===== config.mk =====
export PLATFORM = sky130hd
export DESIGN_NAME = joint_target_frame_encoder
export DESIGN_NICKNAME = d
export VERILOG_FILES = /design/src/hdl/jtfe_pkg.sv /design/src/hdl/joint_target_frame_encoder.sv /design/src/hdl/jtfe_front.sv /design/src/hdl/jtfe_queue.sv /design/src/hdl/jtfe_back.sv
export SDC_FILE = /design/constraint.sdc
export NUM_CORES = 1
export LEC_CHECK = 0
export ABC_AREA = 0
export BUFFER_PORTS_ARGS = -buffer_cell sky130_fd_sc_hd__buf_4
export CORE_MARGIN = 4
export CORE_UTILIZATION = 30
export CTS_CLUSTER_SIZE = 12
export DETAILED_ROUTE_END_ITERATION = 6
export PLACE_DENSITY_LB_ADDON = 0.25
export SKIP_CTS_REPAIR_TIMING = 1
export SYNTH_ARGS = -nofsm -noshare
export SYNTH_HDL_FRONTEND = slang
export SYNTH_SLANG_ARGS = --single-unit

===== constraint.sdc =====
create_clock -name clock -period 10.3 [get_ports clock]
set_input_delay 3.09 -clock clock [delete_from_list [all_inputs] [get_ports clock]]
set_output_delay 3.09 -clock clock [all_outputs]
set_load 0.01 [all_outputs]

===== src/hdl/jtfe_pkg.sv =====
// ----------------------------------------------------------------------------
// jtfe_pkg - joint target frame encoder shared definitions
// Widths, frame byte codes and the item record passed from front to back.
// ----------------------------------------------------------------------------
package jtfe_pkg;

   // field widths
   localparam int ANGLE_W = 20;
   localparam int LIMIT_W = 14;
   localparam int PROD_W  = 30;
   localparam int DIGIT_W = 4;
   localparam int BYTE_W  = 8;

   // defaults for the top level parameters
   localparam int NUM_JOINTS_DEF = 6;
   localparam int FRAC_BITS_DEF  = 16;

   // decoupling queue depth
   localparam int QUEUE_DEPTH = 2;

   // limit register
   localparam logic [LIMIT_W-1:0] LIMIT_RESET = 14'd3142;
   localparam logic [LIMIT_W-1:0] FIELD_MAX   = 14'd9999;
   localparam logic [9:0]         MRAD_SCALE  = 10'd1000;

   // frame byte codes
   localparam logic [BYTE_W-1:0] BYTE_STX   = 8'h02;
   localparam logic [BYTE_W-1:0] BYTE_ETX   = 8'h03;
   localparam logic [BYTE_W-1:0] BYTE_FS    = 8'h1C;
   localparam logic [BYTE_W-1:0] BYTE_CMD   = 8'h4D;
   localparam logic [BYTE_W-1:0] BYTE_PLUS  = 8'h2B;
   localparam logic [BYTE_W-1:0] BYTE_MINUS = 8'h2D;
   localparam logic [BYTE_W-1:0] BYTE_ZERO  = 8'h30;

   // one classified and converted joint
   typedef struct packed {
      logic               first;
      logic               last;
      logic               clamp;
      logic               negsign;
      logic [DIGIT_W-1:0] d3;
      logic [DIGIT_W-1:0] d2;
      logic [DIGIT_W-1:0] d1;
      logic [DIGIT_W-1:0] d0;
   } item_type;

endpackage


===== src/hdl/joint_target_frame_encoder.sv =====
// Path: request -> front pipeline -> queue -> result register -> rsp. Throughput:
// one frame byte per cycle while an item waits and rsp_ready is high, set by the byte
// sequencer; a middle joint sends FS, sign and four digits, the first adds STX, length
// and CMD ahead, the last adds ETX and LRC. Reset: synchronous; clears pipeline, queue
// and joint position, zeroes the LRC and loads the joint limit with 3142.
// ----------------------------------------------------------------------------
// joint_target_frame_encoder - ASCII STX/ETX/LRC frame encoder for joint targets
// Converts Q-format radian requests to clamped milliradian fields in a frame.
// ----------------------------------------------------------------------------
module joint_target_frame_encoder #(
   parameter int NUM_JOINTS          = jtfe_pkg::NUM_JOINTS_DEF,
   parameter int ANGLE_FRACTION_BITS = jtfe_pkg::FRAC_BITS_DEF
) (
   input  logic                                clock,
   input  logic                                reset,
   input  logic                                req_valid,
   output logic                                req_ready,
   input  logic signed [jtfe_pkg::ANGLE_W-1:0] req_joint_angle,
   output logic                                rsp_valid,
   input  logic                                rsp_ready,
   output logic        [jtfe_pkg::BYTE_W-1:0]  rsp_frame_byte,
   output logic                                rsp_run_last,
   output logic                                rsp_frame_end,
   output logic                                rsp_was_clamped,
   input  logic                                csr_wr_en,
   input  logic        [jtfe_pkg::LIMIT_W-1:0] csr_wr_data
);

   logic               front_valid;
   logic               front_ready;
   jtfe_pkg::item_type front_item;
   logic               head_valid;
   logic               head_pop;
   jtfe_pkg::item_type head_item;

   // intake and conversion
   jtfe_front #(
      .NUM_JOINTS (NUM_JOINTS),
      .FRAC_BITS  (ANGLE_FRACTION_BITS)
   ) u_front (
      .clock           (clock),
      .reset           (reset),
      .req_valid       (req_valid),
      .req_ready       (req_ready),
      .req_joint_angle (req_joint_angle),
      .csr_wr_en       (csr_wr_en),
      .csr_wr_data     (csr_wr_data),
      .out_valid       (front_valid),
      .out_ready       (front_ready),
      .out_item        (front_item)
   );

   // decoupling queue
   jtfe_queue u_queue (
      .clock      (clock),
      .reset      (reset),
      .push_valid (front_valid),
      .push_ready (front_ready),
      .push_item  (front_item),
      .head_valid (head_valid),
      .pop        (head_pop),
      .head_item  (head_item)
   );

   // byte sequencer
   jtfe_back #(
      .NUM_JOINTS (NUM_JOINTS)
   ) u_back (
      .clock           (clock),
      .reset           (reset),
      .head_valid      (head_valid),
      .head_item       (head_item),
      .pop             (head_pop),
      .rsp_valid       (rsp_valid),
      .rsp_ready       (rsp_ready),
      .rsp_frame_byte  (rsp_frame_byte),
      .rsp_run_last    (rsp_run_last),
      .rsp_frame_end   (rsp_frame_end),
      .rsp_was_clamped (rsp_was_clamped)
   );

endmodule


===== src/hdl/jtfe_front.sv =====
// ----------------------------------------------------------------------------
// jtfe_front - request intake, scaling, clamp and decimal split
// Four-stage pipeline: scale to milliradians, clamp, thousands digit, rest.
// ----------------------------------------------------------------------------
module jtfe_front #(
   parameter int NUM_JOINTS = jtfe_pkg::NUM_JOINTS_DEF,
   parameter int FRAC_BITS  = jtfe_pkg::FRAC_BITS_DEF
) (
   input  logic                                clock,
   input  logic                                reset,
   input  logic                                req_valid,
   output logic                                req_ready,
   input  logic signed [jtfe_pkg::ANGLE_W-1:0] req_joint_angle,
   input  logic                                csr_wr_en,
   input  logic        [jtfe_pkg::LIMIT_W-1:0] csr_wr_data,
   output logic                                out_valid,
   input  logic                                out_ready,
   output jtfe_pkg::item_type                  out_item
);

   localparam int PosW = (NUM_JOINTS > 1) ? $clog2(NUM_JOINTS) : 1;
   localparam logic [jtfe_pkg::PROD_W-1:0] Half =
      jtfe_pkg::PROD_W'(1) << (FRAC_BITS - 1);

   typedef struct packed {
      logic                          first;
      logic                          last;
      logic                          neg;
      logic [jtfe_pkg::PROD_W-1:0]   prod;
   } s1_type;

   typedef struct packed {
      logic                          first;
      logic                          last;
      logic                          clamp;
      logic                          negsign;
      logic [jtfe_pkg::LIMIT_W-1:0]  field;
   } s2_type;

   typedef struct packed {
      logic                          first;
      logic                          last;
      logic                          clamp;
      logic                          negsign;
      logic [jtfe_pkg::DIGIT_W-1:0]  d3;
      logic [9:0]                    rem;
   } s3_type;

   logic [jtfe_pkg::LIMIT_W-1:0] limit_ff, limit_in;
   logic [PosW-1:0]              pos_ff, pos_in;
   logic                         s1_valid_ff, s1_valid_in;
   logic                         s2_valid_ff, s2_valid_in;
   logic                         s3_valid_ff, s3_valid_in;
   logic                         s4_valid_ff, s4_valid_in;
   s1_type                       s1_ff, s1_in;
   s2_type                       s2_ff, s2_in;
   s3_type                       s3_ff, s3_in;
   jtfe_pkg::item_type           s4_ff, s4_in;
   logic                         advance;
   logic                         take;

   // limit register
   always_comb begin
      limit_in = csr_wr_en ? csr_wr_data : limit_ff;
   end

   // pipeline moves whenever the last stage can drain
   always_comb begin
      advance   = !s4_valid_ff || out_ready;
      req_ready = advance;
      take      = req_valid && advance;
      out_valid = s4_valid_ff;
      out_item  = s4_ff;
   end

   // joint position, first/last classification and stage 1:
   // magnitude times 1000 with half-up rounding term
   always_comb begin
      logic first_j;
      logic last_j;
      logic [jtfe_pkg::ANGLE_W-1:0] mag;
      first_j = (pos_ff == '0);
      last_j  = (pos_ff == PosW'(NUM_JOINTS - 1));
      pos_in  = pos_ff;
      if (take) begin
         pos_in = last_j ? '0 : pos_ff + PosW'(1);
      end
      s1_in.first = first_j;
      s1_in.last  = last_j;
      s1_in.neg   = req_joint_angle[jtfe_pkg::ANGLE_W-1];
      mag         = s1_in.neg ? jtfe_pkg::ANGLE_W'(-req_joint_angle)
                              : jtfe_pkg::ANGLE_W'(req_joint_angle);
      s1_in.prod  = jtfe_pkg::PROD_W'(mag) * jtfe_pkg::PROD_W'(jtfe_pkg::MRAD_SCALE)
                    + Half;
   end

   // stage 2: drop fraction, clamp to limit (itself capped at FIELD_MAX)
   always_comb begin
      logic [jtfe_pkg::PROD_W-1:0]  mrad;
      logic [jtfe_pkg::LIMIT_W-1:0] lim;
      lim           = (limit_ff > jtfe_pkg::FIELD_MAX) ? jtfe_pkg::FIELD_MAX : limit_ff;
      mrad          = s1_ff.prod >> FRAC_BITS;
      s2_in.first   = s1_ff.first;
      s2_in.last    = s1_ff.last;
      s2_in.clamp   = (mrad > jtfe_pkg::PROD_W'(lim));
      s2_in.field   = s2_in.clamp ? lim : mrad[jtfe_pkg::LIMIT_W-1:0];
      s2_in.negsign = s1_ff.neg && (s2_in.field != '0);
   end

   // stage 3: thousands digit
   always_comb begin
      logic [jtfe_pkg::DIGIT_W-1:0] d;
      d = '0;
      for (int k = 1; k < 10; k++) begin
         if (s2_ff.field >= jtfe_pkg::LIMIT_W'(k * 1000)) begin
            d = jtfe_pkg::DIGIT_W'(k);
         end
      end
      s3_in.first   = s2_ff.first;
      s3_in.last    = s2_ff.last;
      s3_in.clamp   = s2_ff.clamp;
      s3_in.negsign = s2_ff.negsign;
      s3_in.d3      = d;
      s3_in.rem     = 10'(s2_ff.field - jtfe_pkg::LIMIT_W'(d) * 14'd1000);
   end

   // stage 4: hundreds, tens and ones
   always_comb begin
      logic [jtfe_pkg::DIGIT_W-1:0] dh;
      logic [jtfe_pkg::DIGIT_W-1:0] dt;
      logic [6:0]                   r2;
      dh = '0;
      for (int k = 1; k < 10; k++) begin
         if (s3_ff.rem >= 10'(k * 100)) begin
            dh = jtfe_pkg::DIGIT_W'(k);
         end
      end
      r2 = 7'(s3_ff.rem - 10'(dh) * 10'd100);
      dt = '0;
      for (int k = 1; k < 10; k++) begin
         if (r2 >= 7'(k * 10)) begin
            dt = jtfe_pkg::DIGIT_W'(k);
         end
      end
      s4_in.first   = s3_ff.first;
      s4_in.last    = s3_ff.last;
      s4_in.clamp   = s3_ff.clamp;
      s4_in.negsign = s3_ff.negsign;
      s4_in.d3      = s3_ff.d3;
      s4_in.d2      = dh;
      s4_in.d1      = dt;
      s4_in.d0      = jtfe_pkg::DIGIT_W'(r2 - 7'(dt) * 7'd10);
   end

   // stage valids
   always_comb begin
      s1_valid_in = advance ? take        : s1_valid_ff;
      s2_valid_in = advance ? s1_valid_ff : s2_valid_ff;
      s3_valid_in = advance ? s2_valid_ff : s3_valid_ff;
      s4_valid_in = advance ? s3_valid_ff : s4_valid_ff;
   end

   // control registers
   always_ff @(posedge clock) begin
      if (reset) begin
         limit_ff    <= jtfe_pkg::LIMIT_RESET;
         pos_ff      <= '0;
         s1_valid_ff <= 1'b0;
         s2_valid_ff <= 1'b0;
         s3_valid_ff <= 1'b0;
         s4_valid_ff <= 1'b0;
      end else begin
         limit_ff    <= limit_in;
         pos_ff      <= pos_in;
         s1_valid_ff <= s1_valid_in;
         s2_valid_ff <= s2_valid_in;
         s3_valid_ff <= s3_valid_in;
         s4_valid_ff <= s4_valid_in;
      end
   end

   // payload registers
   always_ff @(posedge clock) begin
      if (advance) begin
         s1_ff <= s1_in;
         s2_ff <= s2_in;
         s3_ff <= s3_in;
         s4_ff <= s4_in;
      end
   end

endmodule


===== src/hdl/jtfe_queue.sv =====
// ----------------------------------------------------------------------------
// jtfe_queue - short item queue between front and back
// Small circular buffer so the front and the byte sequencer stall apart.
// ----------------------------------------------------------------------------
module jtfe_queue (
   input  logic               clock,
   input  logic               reset,
   input  logic               push_valid,
   output logic               push_ready,
   input  jtfe_pkg::item_type push_item,
   output logic               head_valid,
   input  logic               pop,
   output jtfe_pkg::item_type head_item
);

   localparam int Depth = jtfe_pkg::QUEUE_DEPTH;
   localparam int PtrW  = (Depth > 1) ? $clog2(Depth) : 1;
   localparam int CntW  = $clog2(Depth + 1);

   jtfe_pkg::item_type mem_ff [Depth];
   logic [PtrW-1:0]    wr_ptr_ff, wr_ptr_in;
   logic [PtrW-1:0]    rd_ptr_ff, rd_ptr_in;
   logic [CntW-1:0]    count_ff, count_in;
   logic               push;

   // pointer and fill bookkeeping
   always_comb begin
      push_ready = (count_ff != CntW'(Depth));
      head_valid = (count_ff != '0);
      head_item  = mem_ff[rd_ptr_ff];
      push       = push_valid && push_ready;
      wr_ptr_in  = wr_ptr_ff;
      rd_ptr_in  = rd_ptr_ff;
      count_in   = count_ff;
      if (push) begin
         wr_ptr_in = (wr_ptr_ff == PtrW'(Depth - 1)) ? '0 : wr_ptr_ff + PtrW'(1);
      end
      if (pop) begin
         rd_ptr_in = (rd_ptr_ff == PtrW'(Depth - 1)) ? '0 : rd_ptr_ff + PtrW'(1);
      end
      if (push && !pop) begin
         count_in = count_ff + CntW'(1);
      end else if (pop && !push) begin
         count_in = count_ff - CntW'(1);
      end
   end

   always_ff @(posedge clock) begin
      if (reset) begin
         wr_ptr_ff <= '0;
         rd_ptr_ff <= '0;
         count_ff  <= '0;
      end else begin
         wr_ptr_ff <= wr_ptr_in;
         rd_ptr_ff <= rd_ptr_in;
         count_ff  <= count_in;
      end
   end

   // storage
   always_ff @(posedge clock) begin
      if (push) begin
         mem_ff[wr_ptr_ff] <= push_item;
      end
   end

endmodule


===== src/hdl/jtfe_back.sv =====
// ----------------------------------------------------------------------------
// jtfe_back - frame byte sequencer
// Walks the byte slots of one item, keeps the LRC and drives the result reg.
// ----------------------------------------------------------------------------
module jtfe_back #(
   parameter int NUM_JOINTS = jtfe_pkg::NUM_JOINTS_DEF
) (
   input  logic                               clock,
   input  logic                               reset,
   input  logic                               head_valid,
   input  jtfe_pkg::item_type                 head_item,
   output logic                               pop,
   output logic                               rsp_valid,
   input  logic                               rsp_ready,
   output logic [jtfe_pkg::BYTE_W-1:0]        rsp_frame_byte,
   output logic                               rsp_run_last,
   output logic                               rsp_frame_end,
   output logic                               rsp_was_clamped
);

   // byte slots of a frame; later joints start at the separator slot
   localparam logic [3:0] SlotStx  = 4'd0;
   localparam logic [3:0] SlotLen3 = 4'd1;
   localparam logic [3:0] SlotLen2 = 4'd2;
   localparam logic [3:0] SlotLen1 = 4'd3;
   localparam logic [3:0] SlotLen0 = 4'd4;
   localparam logic [3:0] SlotCmd  = 4'd5;
   localparam logic [3:0] SlotFs   = 4'd6;
   localparam logic [3:0] SlotSign = 4'd7;
   localparam logic [3:0] SlotD3   = 4'd8;
   localparam logic [3:0] SlotD2   = 4'd9;
   localparam logic [3:0] SlotD1   = 4'd10;
   localparam logic [3:0] SlotD0   = 4'd11;
   localparam logic [3:0] SlotEtx  = 4'd12;
   localparam logic [3:0] SlotLrc  = 4'd13;

   // length field digits
   localparam int FrameLen = 6 * NUM_JOINTS + 3;
   localparam logic [jtfe_pkg::BYTE_W-1:0] Len3 = 8'(48 + (FrameLen / 1000) % 10);
   localparam logic [jtfe_pkg::BYTE_W-1:0] Len2 = 8'(48 + (FrameLen / 100) % 10);
   localparam logic [jtfe_pkg::BYTE_W-1:0] Len1 = 8'(48 + (FrameLen / 10) % 10);
   localparam logic [jtfe_pkg::BYTE_W-1:0] Len0 = 8'(48 + FrameLen % 10);

   logic                        active_ff, active_in;
   logic [3:0]                  step_ff, step_in;
   logic [jtfe_pkg::BYTE_W-1:0] lrc_ff, lrc_in;
   logic                        valid_ff, valid_in;
   logic [jtfe_pkg::BYTE_W-1:0] byte_ff, byte_in;
   logic                        run_last_ff, frame_end_ff, clamp_ff;
   logic                        advance;
   logic                        fire;
   logic [3:0]                  cur;
   logic [3:0]                  end_slot;

   // slot selection and handshake
   always_comb begin
      advance  = !valid_ff || rsp_ready;
      fire     = head_valid && advance;
      cur      = active_ff ? step_ff : (head_item.first ? SlotStx : SlotFs);
      end_slot = head_item.last ? SlotLrc : SlotD0;
      pop      = fire && (cur == end_slot);
   end

   // byte for the current slot
   always_comb begin
      case (cur)
         SlotStx:  byte_in = jtfe_pkg::BYTE_STX;
         SlotLen3: byte_in = Len3;
         SlotLen2: byte_in = Len2;
         SlotLen1: byte_in = Len1;
         SlotLen0: byte_in = Len0;
         SlotCmd:  byte_in = jtfe_pkg::BYTE_CMD;
         SlotFs:   byte_in = jtfe_pkg::BYTE_FS;
         SlotSign: byte_in = head_item.negsign ? jtfe_pkg::BYTE_MINUS : jtfe_pkg::BYTE_PLUS;
         SlotD3:   byte_in = jtfe_pkg::BYTE_ZERO + 8'(head_item.d3);
         SlotD2:   byte_in = jtfe_pkg::BYTE_ZERO + 8'(head_item.d2);
         SlotD1:   byte_in = jtfe_pkg::BYTE_ZERO + 8'(head_item.d1);
         SlotD0:   byte_in = jtfe_pkg::BYTE_ZERO + 8'(head_item.d0);
         SlotEtx:  byte_in = jtfe_pkg::BYTE_ETX;
         SlotLrc:  byte_in = lrc_ff;
         default:  byte_in = '0;
      endcase
   end

   // sequencer, lrc and output valid next values
   always_comb begin
      active_in = active_ff;
      step_in   = step_ff;
      lrc_in    = lrc_ff;
      valid_in  = advance ? 1'b0 : valid_ff;
      if (fire) begin
         valid_in  = 1'b1;
         active_in = !pop;
         step_in   = cur + 4'd1;
         if (cur == SlotStx || cur == SlotLrc) begin
            lrc_in = '0;
         end else begin
            lrc_in = lrc_ff ^ byte_in;
         end
      end
   end

   always_ff @(posedge clock) begin
      if (reset) begin
         active_ff <= 1'b0;
         step_ff   <= '0;
         lrc_ff    <= '0;
         valid_ff  <= 1'b0;
      end else begin
         active_ff <= active_in;
         step_ff   <= step_in;
         lrc_ff    <= lrc_in;
         valid_ff  <= valid_in;
      end
   end

   // result payload register
   always_ff @(posedge clock) begin
      if (fire) begin
         byte_ff      <= byte_in;
         run_last_ff  <= (cur == end_slot);
         frame_end_ff <= (cur == SlotLrc);
         clamp_ff     <= head_item.clamp;
      end
   end

   always_comb begin
      rsp_valid       = valid_ff;
      rsp_frame_byte  = byte_ff;
      rsp_run_last    = run_last_ff;
      rsp_frame_end   = frame_end_ff;
      rsp_was_clamped = clamp_ff;
   end

endmodule

# == Word-level counts from Yosys, hierarchy flattened ==
# Memories as Yosys holds them, arrays and structs flattened. A register that Yosys moved wholly into a read port is not among the register bits.
# Index checks and enable logic that the tools add are counted.
# word_totals
regBits,139
latch_bits,0
ramBits,40
romBits,0
inputBits,39
out_inout_bits,13
elab_cells,174
memories,1
# classes
n_addsub,15
multipliers,4
div_mod_pow,0
order_cmp,29
n_eq_ne,16
shift,0
muxes,47
bitwise_logic,1
n_reduce_logical,21
# memory_table
memory,words,word_bits,read_ports,rd_ports_with_merged_regs,write_ports,line,source
u_queue.mem_ff,2,20,1,1,1,jtfe_queue.sv:20,jtfe_pkg::item_type mem_ff [Depth];
# ops
operator,count
$pmux W8 S13,1
$ge A14 B13 Y1 const B,4
$mux W4,13
$ge A10 B10 Y1 const B,4
$mux W3,12
$add A30 B16 Y30 const B,1
$ge A10 B9 Y1 const B,3
$add A6 B4 Y7 const A,4
$ge A14 B12 Y1 const B,2
$mux W14,2
$mul A20 B7 Y27 const B,1
$eq A4 B4 Y1 const B,6
$ge A7 B6 Y1 const B,3
$ge A7 B7 Y1 const B,3
$mux W20,1
$neg A20 Y20,1
$eq A4 B3 Y1 const B,4
$ge A14 B10 Y1 const B,1
$ge A14 B11 Y1 const B,1
$ge A14 B14 Y1 const B,1
$ge A7 B5 Y1 const B,2
$gt A14 B14 Y1,1
$gt A14 B14 Y1 const B,1
$reduce_bool A14 Y1,1
30 further kinds,60

# == Depth between registers and ports, before layout ==
# logic_depth
depth_word,24
ltp_mapped,25
depth_no_buf,24

# == Modules after synthesis ==
# Synthesis repeated with hierarchy kept, for this count alone.
# hier_totals
hier_cells,1091
hier_area_um2,11828.8
# modules_own_cells
module,instances,cells_per_inst,area_each_um2,seq_area_each_um2
jtfe_front,1,837,8638.3,2612.5
jtfe_queue,1,86,1665.3,1301.2
jtfe_back,1,168,1525.2,610.6

# == Worst setup path before layout ==
# Ideal clock, no wire load.
# synth_path
path_kind,input to register
start,input port req_joint_angle[1] (netlist bit)
end,"register u_front.s1_ff[28] (netlist bit), data pin"
t_arrival_ns,9.593
t_required_ns,10.042
setup_slack_ns,0.449
cell_stages,23
n_path_buf,0
path_cell_list,inv_1 > ha_1 > nand2_1 > or4_1 > o21ai_0 > nand2_1 > xor2_1 > inv_1 > fa_1 > inv_1 > fa_1 > fa_1 > fa_1 > ha_1 > or3_1 > o221ai_1 > o21ai_1 > o21a_1 > a2111o_1 > or4_4 > or4_1 > nand3_1 > xnor2_1
# synth_rtl
element,line,source
from (decl),joint_target_frame_encoder.sv:18,"input logic signed [jtfe_pkg::ANGLE_W-1:0] req_joint_angle,"
to (signal assigned),jtfe_front.sv:185,s1_ff <= s1_in;
to (decl),jtfe_front.sv:55,"s1_type s1_ff, s1_in;"

==> impl_metrics.tcl <==
set metrics [dict create \
    drive_above_1_share_pct 11.0 \
    r2r-end "u_front.out_item[2]$_DFFE_PN_" \
    worst-r2r-setup-slack_ps 4880 \
    tightest_slew_ps 981 \
    die_boundary_width_um 206 \
    maxSlewHeadroom_pct 34.6 \
    rsz0062_at_grt "false" \
    worst_r2r_startpoint "u_front.s3_ff[3]$_DFFE_PN_" \
    tritoncts.num_buffers 17 \
    overflow 0 \
    grt_pass1_vias 8006 \
    synthesis.area_per_instance_um2 10.7 \
    setup.worst_path.end "u_front.s1_ff[28]$_DFFE_PN_" \
    final.min_clock_period_ps 9730 \
    synth_async_sr_flop_share_pct 0 \
    grt_max_degree 50 \
    detailed_route_drc_error_count 0 \
    synth-edff-count 124 \
    synth_common_cells "edfxtp_1 (124), ha_1 (99), inv_1 (95)" \
    critical_path_peak_fanout 8 \
    postSynth.topFlopCell "edfxtp_1" \
    cts_max_level 4 \
    clock_latency_ps 420 \
    gpl.final_weighted_congestion 0.814 \
    synthCells 1095 \
    synth_net_count 1309 \
    avgRoutedWirePerCell_um 13.6 \
    cts.reportedPaths.clkPinSlew_ps 70 \
    grt_pass1_wl_um 38500 \
    portion_of_the_post_synthesis_area_used_by_sequential_elements_pct 38.6 \
    path_class "input pin to flip-flop" \
    detailedRoute.firstPassIterationCount 6 \
    first_iter_violations 459 \
    setup_total_negative_slack_ps 0 \
    synth_largest_area_cell "edfxtp_1" \
    grt_use_met3_pct 1.48 \
    finalMaxSlewViolations 0 \
    timing.hold.worst.class "flip-flop to flip-flop" \
    synth_top_cell_area_share_pct 31.8 \
    die-height_um 206 \
    r2r_cells 18 \
    synth.area.mux_share_pct 2.88 \
    cts_root_buffer "clkbuf_16" \
    nets 1363 \
    grt_antenna_before_repair 0 \
    post_synth_fa_ha_maj_area_fraction_pct 23.6 \
    synth-warning-count 0 \
    grt_busiest_layer "met2" \
    cp-end-kind "flip-flop" \
    max_cap_check_violation_count 0 \
    numPlacedInstances 1648 \
    main_combinational_cell_family_by_area_after_synthesis "adder cells" \
    layoutNonFillerInstCount 1680 \
    fmaxAchievable_mhz 103 \
    syn2layout_area_growth_pct 13.7 \
    critical_path.startpoint_type "input pin" \
    synth-xor-area-share_pct 5.60 \
    yosys_register_bits 164 \
    final-setup-viol-count 0 \
    place.port_buffers 51 \
    ctsLongestPathBuffers 2 \
    postRouteAntennaNets 0 \
    crit_start "req_joint_angle[0]" \
    floorplan.rows 72 \
    fp.dieArea_um2 42300 \
    yosys.cell_count.top_type "edfxtp_1" \
    start_util_pct 30.3 \
    routed_vias_inst 4.75 \
    outcome "complete, no violations" \
    design.core.area_um2 38600 \
    final_min_period_over_clock_period_pct 94.5 \
    worst_ep_required_time_ps 10470 \
    synthesized_area_fraction_occupied_by_ao_oa_aoi_and_oai_cells_pct 12.3 \
    clock-skew-final_ps 11.5 \
    hold_viol_final 0 \
    antenna-diode-count 0 \
    netlist_top_cells_area "edfxtp_1 (32%), fa_1 (13%), ha_1 (11%)" \
    globalRouteTotalUtil_pct 10.9 \
    routed-via-count 7984 \
    global_route_track_usage_on_met2_pct 19.4 \
    n_fill_cell 3904 \
    hpwlAfterDp_um 17800 \
    route.final.wire_length_um 22800 \
    io-pin-count 52 \
    critical_path_arrival_ps 9910 \
    post_synth_num_cell_types 76 \
    numClockSinks 164 \
    cts_tree "yes" \
    post_synth_instance_area_um2 11700 \
    synth-simple-area-share_pct 12.8 \
    grt.met1_usage_pct 14.0 \
]
[per-stage QoR]
| stage | hold slack [ps] | setup WS, ps | utilization [%] | cell area, um^2 |
|---|---|---|---|---|
| finish | 416 | 568 | 34.5 | 13300 |
| global route | 428 | 63.4 | 34.5 | 13300 |
| CTS | 422 | 545 | 34.5 | 13300 |
| detailed placement | 405 | 112 | 33.1 | 12800 |
| global placement | 406 | 231 | 33.1 | 12800 |
| floorplan | 400 | 449 | - | 11700 |
[worst min path at each step]
stage	endpoint	slack [ps]	from	cells after the start
after global placement	u_front.s3_ff[17]$_DFFE_PN_	410	u_front.s2_ff[17]$_DFFE_PN_	0
after CTS	u_front.out_item[13]$_DFFE_PN_	420	u_front.s3_ff[11]$_DFFE_PN_	0
after global routing	u_front.s3_ff[0]$_DFFE_PN_	430	u_front.s2_ff[0]$_DFFE_PN_	0
after detailed placement	u_front.s3_ff[16]$_DFFE_PN_	400	u_front.s2_ff[16]$_DFFE_PN_	0
after floorplan	u_front.out_item[0]$_DFFE_PN_	400	u_front.s3_ff[0]$_DFFE_PN_	0
final	u_front.s3_ff[16]$_DFFE_PN_	420	u_front.s2_ff[16]$_DFFE_PN_	0
[registers in the layout, summed over array words and instances (netlist names), 2 cells and up, named ones only]
signal / flops
u_queue.mem_ff: 40
u_front.s2_ff: 18
u_front.s1_ff: 17
u_front.pos_ff: 3
u_front.out_item: 20
u_back.rsp_frame_byte: 8
u_back.lrc_ff: 8
u_front.s3_ff: 18
u_front.limit_ff: 14
u_back.step_ff: 4
u_queue.count_ff: 2
[per-layer routing]
| layer | vias up | share of wire [%] |
|---|---|---|
| met2 | 116 | 51 |
| met1 | 3813 | 46 |
| li1 | 4037 | - |
| met4 | 0 | 1.1 |
| met3 | 18 | 2.2 |
| met5 | - | 0 |
[placed cells by master, fill, tap and decap left out, types with 5 or more instances in the layout]
cell	netlist	final
nor2b_1	13	13
nand2_1	79	79
and3_1	11	11
inv_1	95	95
dfxtp_1	40	40
o21bai_1	6	6
or4_1	7	7
clkbuf_16	0	17
and2_1	7	7
fa_1	76	76
mux2_2	13	13
inv_6	0	5
a211o_1	6	6
ha_1	99	99
xor2_1	34	34
nor2_1	83	83
nor4_1	12	12
a21o_1	18	18
o2111ai_1	5	5
xnor2_1	39	39
edfxtp_1	124	124
a21oi_1	47	47
buf_4	0	72
nor3_1	17	17
mux2i_1	18	18
nand4_1	9	9
a31oi_1	7	7
nand3_1	23	23
o21ai_0	53	53
a211oi_1	5	5
o211ai_1	7	7
o31ai_1	12	11
or3_1	11	11
nand2b_1	12	12
[cells by family after synthesis]
group | after synthesis
DFF | 164
and+or+nand+nor | 302
adders and majority gates | 175
buffers and inverters | 132
AOI/OAI and AO/OA | 216
xor gates and xnor gates | 74
muxes | 32
[final cells by class]
| class | instances | area [um^2] | share of cell area, % |
|---|---|---|---|
| clock buffers | 17 | 425 | 3.19 |
| clock inverters | 15 | 119 | 0.893 |
| inverters | 95 | 357 | 2.68 |
| multi-input cells | 799 | 6700 | 50.3 |
| flip-flops and latches | 164 | 4520 | 34.0 |
| well taps | 518 | 648 | 4.87 |
| repair buffers | 72 | 541 | 4.06 |
[critical path: stages]
cell and delay (ps):
buf_4 140, inv_1 70, ha_1 210, nand2_1 100
or4_1 470, o21ai_0 400, xnor2_1 200, buf_4 200
fa_1 500, fa_1 580, fa_1 440, fa_1 470
ha_1 450, and3_1 240, nand4_2 170, o21ai_1 430
nor3_1 150, a2111o_1 400, or4_4 530, or4_1 480
nand3_1 110, xnor2_1 60
Power is not shown: default switching activity piles up to over one toggle a cycle in this logic, so the estimate is an artifact.
